**src/rtl/core/xyli_pkg.sv**
```systemverilog
`timescale 1ns / 1ps
// ----------------------------------------------------------------------------
// xyli_pkg
// Shared types, command codes and constants of the XY step line interpolator.
// ----------------------------------------------------------------------------
package xyli_pkg;

  localparam int POS_BITS_DEF = 32;
  localparam int FIELD_W      = 32;
  localparam int RATE_W       = 16;
  localparam int CFG_ADDR_W   = 2;
  localparam int IN_DATA_W    = 88;
  localparam int OUT_DATA_W   = 88;

  localparam logic [RATE_W-1:0]     RAPID_RATE_RST = 16'd1000;
  localparam logic [CFG_ADDR_W-1:0] REG_RAPID_RATE = 2'd0;

  // command codes carried on tuser
  localparam logic [2:0] ACT_TICK   = 3'd0;
  localparam logic [2:0] ACT_LINE   = 3'd1;
  localparam logic [2:0] ACT_JOG    = 3'd2;
  localparam logic [2:0] ACT_ORIGIN = 3'd3;
  localparam logic [2:0] ACT_HOLD   = 3'd4;
  localparam logic [2:0] ACT_REL    = 3'd5;
  localparam logic [2:0] ACT_STOP   = 3'd6;

  localparam logic [1:0] STEP_NONE  = 2'd0;
  localparam logic [1:0] STEP_PLUS  = 2'd1;
  localparam logic [1:0] STEP_MINUS = 2'd2;

  localparam logic [1:0] JOG_X_PLUS  = 2'd0;
  localparam logic [1:0] JOG_X_MINUS = 2'd1;
  localparam logic [1:0] JOG_Y_PLUS  = 2'd2;
  localparam logic [1:0] JOG_Y_MINUS = 2'd3;

  typedef struct packed {
    logic [2:0]         action;
    logic [FIELD_W-1:0] target_x;
    logic [FIELD_W-1:0] target_y;
    logic               rapid;
    logic [RATE_W-1:0]  feed;
    logic               tool_down;
    logic [1:0]         jog_dir;
  } cmd_t;

  typedef struct packed {
    logic [1:0]         step_x;
    logic [1:0]         step_y;
    logic [FIELD_W-1:0] work_x;
    logic [FIELD_W-1:0] work_y;
    logic               busy_res;
    logic               done_now;
    logic               cutter_on;
    logic [RATE_W-1:0]  step_rate;
    logic               ignored;
  } res_t;

endpackage

```
**src/rtl/core/xyli_motion.sv**
```systemverilog
`timescale 1ns / 1ps
// ----------------------------------------------------------------------------
// xyli_motion
// Position, line and mode state; applies one command per enabled cycle and
// presents the result of that command combinationally.
// ----------------------------------------------------------------------------
module xyli_motion import xyli_pkg::*; #(
  parameter int POS_BITS = POS_BITS_DEF
) (
  input  logic              clk,
  input  logic              rst_n,
  input  logic              en,
  input  cmd_t              cmd,
  input  logic [RATE_W-1:0] rapid_rate,
  output res_t              res
);

  localparam int DW = POS_BITS + 1;
  localparam int EW = POS_BITS + 2;

  // Work position is kept directly: origin only ever shifts it.
  logic [POS_BITS-1:0] work_x_r, work_x_nxt, work_y_r, work_y_nxt;
  logic [POS_BITS-1:0] goal_x_r, goal_x_nxt, goal_y_r, goal_y_nxt;
  logic [DW-1:0]       delta_x_r, delta_x_nxt, delta_y_r, delta_y_nxt;
  logic [EW-1:0]       err_r, err_nxt;
  logic                dir_x_neg_r, dir_x_neg_nxt, dir_y_neg_r, dir_y_neg_nxt;
  logic                moving_r, moving_nxt, held_r, held_nxt;
  logic                running_r, running_nxt, cutter_r, cutter_nxt;
  logic [RATE_W-1:0]   move_rate_r, move_rate_nxt;

  logic [POS_BITS-1:0] line_gx, line_gy, tick_wx, tick_wy;
  logic [DW-1:0]       line_dx, line_dy, line_mx, line_my, tick_ex, tick_ey;
  logic                tick_on_x;
  logic [1:0]          sx, sy;
  logic [RATE_W-1:0]   rate;
  logic                done, ign;

  function automatic logic near1(input logic [DW-1:0] v);
    near1 = (v == '0) || (v == DW'(1)) || (v == '1);
  endfunction

  // begin line: offsets from the current work position
  assign line_gx = POS_BITS'($signed(cmd.target_x));
  assign line_gy = POS_BITS'($signed(cmd.target_y));
  assign line_dx = {line_gx[POS_BITS-1], line_gx} - {work_x_r[POS_BITS-1], work_x_r};
  assign line_dy = {line_gy[POS_BITS-1], line_gy} - {work_y_r[POS_BITS-1], work_y_r};
  assign line_mx = line_dx[DW-1] ? (~line_dx + DW'(1)) : line_dx;
  assign line_my = line_dy[DW-1] ? (~line_dy + DW'(1)) : line_dy;

  // tick: step X while the error term is positive
  assign tick_on_x = !err_r[EW-1] && (|err_r);
  always_comb begin
    tick_wx = work_x_r;
    tick_wy = work_y_r;
    if (tick_on_x) begin
      tick_wx = dir_x_neg_r ? (work_x_r - POS_BITS'(1)) : (work_x_r + POS_BITS'(1));
    end else begin
      tick_wy = dir_y_neg_r ? (work_y_r - POS_BITS'(1)) : (work_y_r + POS_BITS'(1));
    end
  end
  assign tick_ex = {goal_x_r[POS_BITS-1], goal_x_r} - {tick_wx[POS_BITS-1], tick_wx};
  assign tick_ey = {goal_y_r[POS_BITS-1], goal_y_r} - {tick_wy[POS_BITS-1], tick_wy};

  always_comb begin
    work_x_nxt    = work_x_r;
    work_y_nxt    = work_y_r;
    goal_x_nxt    = goal_x_r;
    goal_y_nxt    = goal_y_r;
    delta_x_nxt   = delta_x_r;
    delta_y_nxt   = delta_y_r;
    err_nxt       = err_r;
    dir_x_neg_nxt = dir_x_neg_r;
    dir_y_neg_nxt = dir_y_neg_r;
    moving_nxt    = moving_r;
    held_nxt      = held_r;
    running_nxt   = running_r;
    cutter_nxt    = cutter_r;
    move_rate_nxt = move_rate_r;
    sx            = STEP_NONE;
    sy            = STEP_NONE;
    rate          = '0;
    done          = 1'b0;
    ign           = 1'b0;
    case (cmd.action)
      ACT_TICK: begin
        if (moving_r && !held_r) begin
          work_x_nxt = tick_wx;
          work_y_nxt = tick_wy;
          if (tick_on_x) begin
            sx      = dir_x_neg_r ? STEP_MINUS : STEP_PLUS;
            err_nxt = err_r - {1'b0, delta_y_r};
          end else begin
            sy      = dir_y_neg_r ? STEP_MINUS : STEP_PLUS;
            err_nxt = err_r + {1'b0, delta_x_r};
          end
          rate = move_rate_r;
          if (near1(tick_ex) && near1(tick_ey)) begin
            work_x_nxt = goal_x_r;
            work_y_nxt = goal_y_r;
            moving_nxt = 1'b0;
            done       = 1'b1;
          end
        end
      end
      ACT_LINE: begin
        goal_x_nxt    = line_gx;
        goal_y_nxt    = line_gy;
        dir_x_neg_nxt = line_dx[DW-1];
        dir_y_neg_nxt = line_dy[DW-1];
        delta_x_nxt   = line_mx;
        delta_y_nxt   = line_my;
        err_nxt       = {1'b0, line_mx} - {1'b0, line_my};
        cutter_nxt    = cmd.tool_down;
        move_rate_nxt = cmd.rapid ? rapid_rate : cmd.feed;
        moving_nxt    = 1'b1;
        if (near1(line_dx) && near1(line_dy)) begin
          work_x_nxt = line_gx;
          work_y_nxt = line_gy;
          moving_nxt = 1'b0;
          done       = 1'b1;
        end
      end
      ACT_JOG: begin
        if (running_r) begin
          ign = 1'b1;
        end else begin
          rate = rapid_rate;
          case (cmd.jog_dir)
            JOG_X_PLUS: begin
              work_x_nxt = work_x_r + POS_BITS'(1);
              sx         = STEP_PLUS;
            end
            JOG_X_MINUS: begin
              work_x_nxt = work_x_r - POS_BITS'(1);
              sx         = STEP_MINUS;
            end
            JOG_Y_PLUS: begin
              work_y_nxt = work_y_r + POS_BITS'(1);
              sy         = STEP_PLUS;
            end
            default: begin
              work_y_nxt = work_y_r - POS_BITS'(1);
              sy         = STEP_MINUS;
            end
          endcase
        end
      end
      ACT_ORIGIN: begin
        if (running_r) begin
          ign = 1'b1;
        end else begin
          work_x_nxt = '0;
          work_y_nxt = '0;
        end
      end
      ACT_HOLD: begin
        held_nxt = 1'b1;
      end
      ACT_REL: begin
        held_nxt    = 1'b0;
        running_nxt = 1'b1;
      end
      ACT_STOP: begin
        running_nxt = 1'b0;
        moving_nxt  = 1'b0;
      end
      default: begin
      end
    endcase
  end

  always_comb begin
    res.step_x    = sx;
    res.step_y    = sy;
    res.work_x    = FIELD_W'($signed(work_x_nxt));
    res.work_y    = FIELD_W'($signed(work_y_nxt));
    res.busy_res  = moving_nxt;
    res.done_now  = done;
    res.cutter_on = cutter_nxt;
    res.step_rate = rate;
    res.ignored   = ign;
  end

  always_ff @(posedge clk) begin
    if (!rst_n) begin
      work_x_r    <= '0;
      work_y_r    <= '0;
      goal_x_r    <= '0;
      goal_y_r    <= '0;
      delta_x_r   <= '0;
      delta_y_r   <= '0;
      err_r       <= '0;
      dir_x_neg_r <= 1'b0;
      dir_y_neg_r <= 1'b0;
      moving_r    <= 1'b0;
      held_r      <= 1'b1;
      running_r   <= 1'b0;
      cutter_r    <= 1'b0;
      move_rate_r <= '0;
    end else if (en) begin
      work_x_r    <= work_x_nxt;
      work_y_r    <= work_y_nxt;
      goal_x_r    <= goal_x_nxt;
      goal_y_r    <= goal_y_nxt;
      delta_x_r   <= delta_x_nxt;
      delta_y_r   <= delta_y_nxt;
      err_r       <= err_nxt;
      dir_x_neg_r <= dir_x_neg_nxt;
      dir_y_neg_r <= dir_y_neg_nxt;
      moving_r    <= moving_nxt;
      held_r      <= held_nxt;
      running_r   <= running_nxt;
      cutter_r    <= cutter_nxt;
      move_rate_r <= move_rate_nxt;
    end
  end

endmodule

```
**src/rtl/core/xy_step_line_interpolator_core.sv**
```systemverilog
`timescale 1ns / 1ps
// ----------------------------------------------------------------------------
// xy_step_line_interpolator_core
// Two-axis stepper line interpolator with work origin, jog and run control.
// ----------------------------------------------------------------------------
// Usage:
//   in_*  : one command per transfer; in_tuser carries the action code,
//           in_tdata the targets, rate, tool and jog fields.
//   out_* : one result per command: step codes, work position after the
//           command, move status, cutter level, reported rate, refusal.
//   cfg_* : register port holding rapid_rate (byte address 0).
// Path: an accepted command is registered in the input register; when the
//   stage fires it is applied and its result is registered onto out_*.
// Throughput: one command per clock unless stalled; a tick is one step add
//   plus a goal-distance compare, a line start is a subtract, an absolute
//   value and an error-term subtract, all within the single compute stage.
// Reset: position and origin go to zero, no move is active, the block is
//   held and not running, rapid_rate returns to 1000.
// Stall: while out_tready is low the result stays and one more command
//   is taken into the input register; then in_tready drops.
// ----------------------------------------------------------------------------
module xy_step_line_interpolator_core import xyli_pkg::*; #(
  parameter int POS_BITS = POS_BITS_DEF
) (
  input  logic                  clk,
  input  logic                  rst_n,
  // in_tdata: target_x[31:0], target_y[63:32], rapid[64], feed[80:65],
  //           tool_down[81], jog_dir[83:82], zero pad
  input  logic                  in_tvalid,
  output logic                  in_tready,
  input  logic [IN_DATA_W-1:0]  in_tdata,
  // in_tuser: action[2:0]
  input  logic [2:0]            in_tuser,
  // out_tdata: step_x[1:0], step_y[3:2], work_x[35:4], work_y[67:36],
  //            busy_res[68], done_now[69], cutter_on[70], step_rate[86:71],
  //            ignored[87]
  output logic                  out_tvalid,
  input  logic                  out_tready,
  output logic [OUT_DATA_W-1:0] out_tdata,
  input  logic                  cfg_psel,
  input  logic                  cfg_penable,
  input  logic                  cfg_pwrite,
  input  logic [CFG_ADDR_W-1:0] cfg_paddr,
  input  logic [31:0]           cfg_pwdata,
  output logic [31:0]           cfg_prdata,
  output logic                  cfg_pready
);

  logic              in_valid_r, in_valid_nxt;
  cmd_t              cmd_r, cmd_in;
  logic              out_valid_r, out_valid_nxt;
  res_t              res_r, res_c;
  logic [RATE_W-1:0] rapid_rate_r;
  logic              in_fire, stg_fire, cfg_wr;

  assign cmd_in.action    = in_tuser;
  assign cmd_in.target_x  = in_tdata[31:0];
  assign cmd_in.target_y  = in_tdata[63:32];
  assign cmd_in.rapid     = in_tdata[64];
  assign cmd_in.feed      = in_tdata[80:65];
  assign cmd_in.tool_down = in_tdata[81];
  assign cmd_in.jog_dir   = in_tdata[83:82];

  assign stg_fire  = in_valid_r && (!out_valid_r || out_tready);
  assign in_tready = !in_valid_r || stg_fire;
  assign in_fire   = in_tvalid && in_tready;

  always_comb begin
    in_valid_nxt = in_valid_r;
    if (in_fire) begin
      in_valid_nxt = 1'b1;
    end else if (stg_fire) begin
      in_valid_nxt = 1'b0;
    end
    out_valid_nxt = out_valid_r;
    if (stg_fire) begin
      out_valid_nxt = 1'b1;
    end else if (out_tready) begin
      out_valid_nxt = 1'b0;
    end
  end

  always_ff @(posedge clk) begin
    if (!rst_n) begin
      in_valid_r  <= 1'b0;
      out_valid_r <= 1'b0;
    end else begin
      in_valid_r  <= in_valid_nxt;
      out_valid_r <= out_valid_nxt;
    end
  end

  always_ff @(posedge clk) begin
    if (in_fire) begin
      cmd_r <= cmd_in;
    end
    if (stg_fire) begin
      res_r <= res_c;
    end
  end

  xyli_motion #(
    .POS_BITS(POS_BITS)
  ) u_motion (
    .clk       (clk),
    .rst_n     (rst_n),
    .en        (stg_fire),
    .cmd       (cmd_r),
    .rapid_rate(rapid_rate_r),
    .res       (res_c)
  );

  assign out_tvalid = out_valid_r;
  assign out_tdata  = {res_r.ignored, res_r.step_rate, res_r.cutter_on, res_r.done_now,
                       res_r.busy_res, res_r.work_y, res_r.work_x, res_r.step_y,
                       res_r.step_x};

  // configuration register
  assign cfg_pready = 1'b1;
  assign cfg_wr     = cfg_psel && cfg_penable && cfg_pwrite && cfg_pready &&
                      (cfg_paddr == REG_RAPID_RATE);

  always_ff @(posedge clk) begin
    if (!rst_n) begin
      rapid_rate_r <= RAPID_RATE_RST;
    end else if (cfg_wr) begin
      rapid_rate_r <= cfg_pwdata[RATE_W-1:0];
    end
  end

  assign cfg_prdata = (cfg_paddr == REG_RAPID_RATE) ? {16'd0, rapid_rate_r} : '0;

`ifndef SYNTHESIS
  a_one_axis: assert property (@(posedge clk) disable iff (!rst_n)
    out_valid_r |-> !((res_r.step_x != STEP_NONE) && (res_r.step_y != STEP_NONE)))
    else $error("both axes stepped on one command");

  a_done_idle: assert property (@(posedge clk) disable iff (!rst_n)
    (out_valid_r && res_r.done_now) |-> !res_r.busy_res)
    else $error("move reported done while still busy");

  a_ignored_quiet: assert property (@(posedge clk) disable iff (!rst_n)
    (out_valid_r && res_r.ignored) |->
      (res_r.step_x == STEP_NONE && res_r.step_y == STEP_NONE && res_r.step_rate == '0))
    else $error("refused command produced a step");

  a_stage_hold: assert property (@(posedge clk) disable iff (!rst_n)
    (in_valid_r && out_valid_r && !out_tready) |=> in_valid_r && $stable(cmd_r))
    else $error("pending command lost during output stall");
`endif

endmodule
```
**config.mk**
```make
export PLATFORM = sky130hd
export DESIGN_NAME = xy_step_line_interpolator_core
export DESIGN_NICKNAME = d
export VERILOG_FILES = /design/src/rtl/core/xyli_pkg.sv /design/src/rtl/core/xyli_motion.sv /design/src/rtl/core/xy_step_line_interpolator_core.sv
export SDC_FILE = /design/constraint.sdc
export NUM_CORES = 2
export LEC_CHECK = 0
export BUFFER_PORTS_ARGS = -buffer_cell sky130_fd_sc_hd__clkbuf_2
export CORE_UTILIZATION = 40
export DETAILED_ROUTE_END_ITERATION = 10
export PLACE_DENSITY = 0.64
export SKIP_LAST_GASP = 1
export SYNTH_ARGS = -nofsm -noshare
export SYNTH_HDL_FRONTEND = slang
export SYNTH_SLANG_ARGS = --single-unit
```
**constraint.sdc**
```tcl
create_clock -name clk -period 10.8 [get_ports clk]
set_clock_uncertainty 0.1 [all_clocks]
set_input_delay 0.54 -clock clk [delete_from_list [all_inputs] [get_ports clk]]
set_output_delay 0.54 -clock clk [all_outputs]
set_load 0.03 [all_outputs]
```
==> results.md <==
Status:
- The flow ran to the end, and the final reports show no timing, DRC or antenna violations.

Worst setup path:
- The slowest library cell on the worst path is sky130_fd_sc_hd__nor4_1.
- Data on the critical path arrives at its endpoint at between 10 and 15 ns.
- The highest fanout seen on the critical path is 70.
- The required time reported for the critical path endpoint is roughly 11 ns.
- The stage delay of the slowest cell on the critical path is 0.90 ns.
- STA classifies the critical path endpoint as a flop.
- The critical path is of the flop to flop type.
- The number of buffer and inverter instances along the worst setup path is 1.
- The kind of start point of the critical path is a flop.
- The kind of cell adding the most delay to the critical path is simple AND/OR/NAND/NOR gates.

STA:
- Setup violations remaining at the end of the flow were counted as 0.
- The normalized max-slew margin is between 10% and 20%.
- The final count of pins violating max slew was 0.
- The share of the clock period used by the worst path after layout is 90.5%.
- At the pin with the least slew margin, the transition time is 1.34 ns.
- For the final routed database, the setup TNS stands at 0 ns.
- The final critical-path required period is slightly below 10 ns.
- The maximum clock rate is between 100 and 150 MHz.
- Setup repair after global routing left no endpoint under its margin.
- The total count of hold-check failures in the final report came to 0.

Floorplan:
- The effective utilization at floorplan is between 40% and 50%.
- The die covers 0.0939 mm2.
- The floorplan core area is 0.0918 mm2.
- The floorplan step set the die width to a little over 300 um.
- The number of I/O pins is approximately 260.
- The die height is 306 um.
- In this run the core area contains around 110 standard-cell rows.

Synth:
- The number of different library cells used by synthesis comes to 110.
- The sequential cell area fraction in the yosys report is between 20% and 30%.
- The most used flip-flop cell after synthesis is sky130_fd_sc_hd__dfxtp_1.
- The mean area per synthesized cell is roughly 7.6 um2.
- The leading area contributor after synthesis is sky130_fd_sc_hd__dfxtp_1.
- Yosys attributes the largest share of cell area to sky130_fd_sc_hd__dfxtp_1 14%, sky130_fd_sc_hd__edfxtp_1 14%, sky130_fd_sc_hd__ha_1 6.9%.
- Counting flops with an async set or reset pin after synthesis yields a share of 0%.
- For this run, the number of Yosys warnings is 0.
- After synthesis the netlist holds a flip-flop and latch count of about 440.
- After technology mapping, the gate count stands at around 4900.
- The portion of synthesized cell area occupied by the leading cell type is approximately 14%.
- The netlist area before placement is between 0.03 and 0.04 mm2.
- The number of flops mapped to enable cells by yosys is between 150 and 200.

Detailed routing:
- The count of nets left with antenna violations once routing finished came out at 0.
- Detailed routing inserted a total of 38300 vias.
- The average wire per cell in the routed design is 22.0 um.
- The DRC violation count after routing is 0.
- Dividing the detail-routed via count by the number of cells gives 6.07.
- The first-pass iteration count of the detailed router is 6.
- The final layout contains routed wiring with a total length of 139 mm.
- For this block, the initial DRC count from the detailed router was between 4000 and 5000.

Placement:
- The final weighted congestion of routability-driven global placement is about 1.
- During placement, the flow inserted port buffers numbering ~220.
- The half-perimeter wire length after detailed placement is 102 mm.

GRT:
- The overall routing resource usage is between 20% and 30%.
- The residual overflow from global routing is 0.
- Entering global routing, the biggest net connects 137 pins.
- The initial antenna violation count was 4.
- The number of global-route vias before repair was 35400.
- The first global-routing pass estimated around 210 mm of wire.

Cells and area:
- The most common cell after layout, fill and taps aside is sky130_fd_sc_hd__nand2_1.
- The top cell types in the final layout, fill and taps aside, are 607 x sky130_fd_sc_hd__nand2_1, 493 x sky130_fd_sc_hd__nor2_1, 419 x sky130_fd_sc_hd__a21oi_1, 328 x sky130_fd_sc_hd__o21ai_0, 267 x sky130_fd_sc_hd__dfxtp_1.
- The count of nets after finishing is 5358.
- The fill cell instance count of the final layout is 9214.
- Relative to the synthesized area, the layout overhead comes to 13.0%.
- The share of layout cells above drive strength 1 is 8.68%.

Pwr:
- The leakage power is about 16 nW.
- Power spread over the standard cell area amounts to between 150 and 200 mW/mm2.
- The worst-case IR drop observed on VDD is approximately 0.16 mV.
- The total chip power is around 0.0064 W.

Clock network:
- The latest clock arrival within the worst-skew pair is roughly 0.70 ns.
- TritonCTS built the clock tree.
- The CTS buffer count is 53.
- The H-tree level count is 2.
- The tree built by TritonCTS fans out to approximately 440 sinks.
- The cell sitting at the root of the clock tree is a sky130_fd_sc_hd__clkbuf_16.
- The clock passes through at most 3 buffers.
- The clock edge transition at the registers on the reported setup and hold paths is 0.07 ns.

Min path:
- The worst hold path belongs to the class primary input to flop.

Run:
- The max capacitance violation total is 0.
Yosys cell counts (39+ instances only):
cell type and count:
sky130_fd_sc_hd__ha_1 205, sky130_fd_sc_hd__o21ai_0 329, sky130_fd_sc_hd__and3_1 67, sky130_fd_sc_hd__a21o_1 91, sky130_fd_sc_hd__mux2i_1 77, sky130_fd_sc_hd__or3_1 42, sky130_fd_sc_hd__clkbuf_1 228, sky130_fd_sc_hd__nand2_1 609
sky130_fd_sc_hd__nor3_1 155, sky130_fd_sc_hd__edfxtp_1 175, sky130_fd_sc_hd__xor2_1 85, sky130_fd_sc_hd__nor4_1 69, sky130_fd_sc_hd__nand2b_1 39, sky130_fd_sc_hd__xnor2_1 209, sky130_fd_sc_hd__inv_1 185, sky130_fd_sc_hd__o21a_1 45
sky130_fd_sc_hd__nor2_1 497, sky130_fd_sc_hd__o211ai_1 57, sky130_fd_sc_hd__dfxtp_1 268, sky130_fd_sc_hd__nand3_1 124, sky130_fd_sc_hd__and2_1 70, sky130_fd_sc_hd__a21oi_1 419, sky130_fd_sc_hd__a211oi_1 94, sky130_fd_sc_hd__nand4_1 57
sky130_fd_sc_hd__a31oi_1 66
logic make-up (layout without fill, tap and decap cells):
kind of cell | Yosys count | count (layout) | share of synthesized area (%)
buffers and inverters | 486 | 666 | 5.30
other | 2 | 18 | 0.0203
XOR/XNOR | 294 | 294 | 6.94
AO/OA/AOI/OAI | 1463 | 1463 | 25.7
flip-flops | 443 | 443 | 28.6
multiplexers | 83 | 83 | 2.26
adder cells (fa/ha/maj) | 211 | 211 | 7.24
AND/OR/NAND/NOR | 1883 | 1883 | 23.9
repair_timing:
action	CTS	global route
setup buffers	0	0
resized for setup	0	0
hold buffers	104	0
hold endpoints to repair	104	0
report_power, final:
group	total, W	switching (W)	internal [W]
clock network	0.00191	0.000827	0.00109
logic	0.00264	0.00165	0.000988
registers	0.00189	0.0000847	0.00181
sequential cells by signal, summed over array words and instances (netlist names), 16 cells and up:
register and flops:
out_tdata 88, cmd_r 87, u_motion.err_r 34, u_motion.delta_x_r 33, u_motion.delta_y_r 33, u_motion.goal_x_r 32, u_motion.goal_y_r 32, u_motion.work_x_r 32
u_motion.work_y_r 32, rapid_rate_r 16, u_motion.move_rate_r 16
worst register-to-register path, stage by stage (launching register included):
cell and delay (ns):
sky130_fd_sc_hd__dfxtp_1 0.38, sky130_fd_sc_hd__nor4_1 0.90, sky130_fd_sc_hd__nand2_1 0.32, sky130_fd_sc_hd__nor4_1 0.65, sky130_fd_sc_hd__and3_1 0.31, sky130_fd_sc_hd__and3_1 0.31, sky130_fd_sc_hd__nand4_1 0.15, sky130_fd_sc_hd__xnor2_1 0.21
sky130_fd_sc_hd__mux2i_1 0.12, sky130_fd_sc_hd__mux2i_1 0.28, sky130_fd_sc_hd__ha_1 0.40, sky130_fd_sc_hd__a21o_1 0.22, sky130_fd_sc_hd__a2111oi_0 0.85, sky130_fd_sc_hd__o211ai_1 0.31, sky130_fd_sc_hd__a2111oi_0 0.38, sky130_fd_sc_hd__o2111ai_1 0.18
sky130_fd_sc_hd__or4_1 0.47, sky130_fd_sc_hd__nor4_1 0.31, sky130_fd_sc_hd__nor4b_1 0.50, sky130_fd_sc_hd__nand4b_1 0.21, sky130_fd_sc_hd__a22o_4 0.61, sky130_fd_sc_hd__buf_4 0.46, sky130_fd_sc_hd__mux2i_1 0.17, sky130_fd_sc_hd__a221oi_1 0.45
sky130_fd_sc_hd__a21o_1 0.18, sky130_fd_sc_hd__o21ai_0 0.09
routing by layer:
metal | track usage, % | wire [um]
met3 | 4.29 | 12100
met4 | 14.2 | 7350
met5 | 0 | 14
met2 | 44.6 | 60800
met1 | 38.3 | 58400
path summary, 6_finish.rpt:
check / start / to / slack (ns) / cells past startpoint
worst min register to register: u_motion.cutter_r / u_motion.cutter_r / 0.35 / 2
worst min-delay path: out_tready / in_valid_r / 0.24 / 4
worst max register to register: u_motion.work_y_r[2] / out_tdata[32] / 1.03 / 25
worst max-delay path: u_motion.work_y_r[2] / out_tdata[32] / 1.03 / 25
per-stage QoR:
| stage | std cells | hold slack (ns) | utilization, % | instance area (um2) | worst slack, ns |
|---|---|---|---|---|---|
| detailed placement | 6099 | 0.349 | 42.5 | 39000 | 1.34 |
| CTS | 6303 | 0.220 | 45.6 | 41900 | 1.30 |
| global placement | 6099 | 0.344 | 42.5 | 39000 | 1.49 |
| finish | 6304 | 0.240 | 45.6 | 41900 | 1.03 |
| global route | 6303 | 0.271 | 45.6 | 41900 | 0.352 |
| floorplan | 4880 | 0.337 | - | 37100 | 3.72 |
area by class of cell:
cell class	count	area (um2)	share of cell area (%)
multi-input combinational	3951	24600	58.8
inverter	197	749	1.79
sequential	443	10600	25.4
antenna	1	2.50	0.00597
clock buffer	69	1420	3.38
clock inverter	31	408	0.974
timing repair buffer	369	2500	5.97
tap	1243	1560	3.71
(Power assumes the default switching activity.)
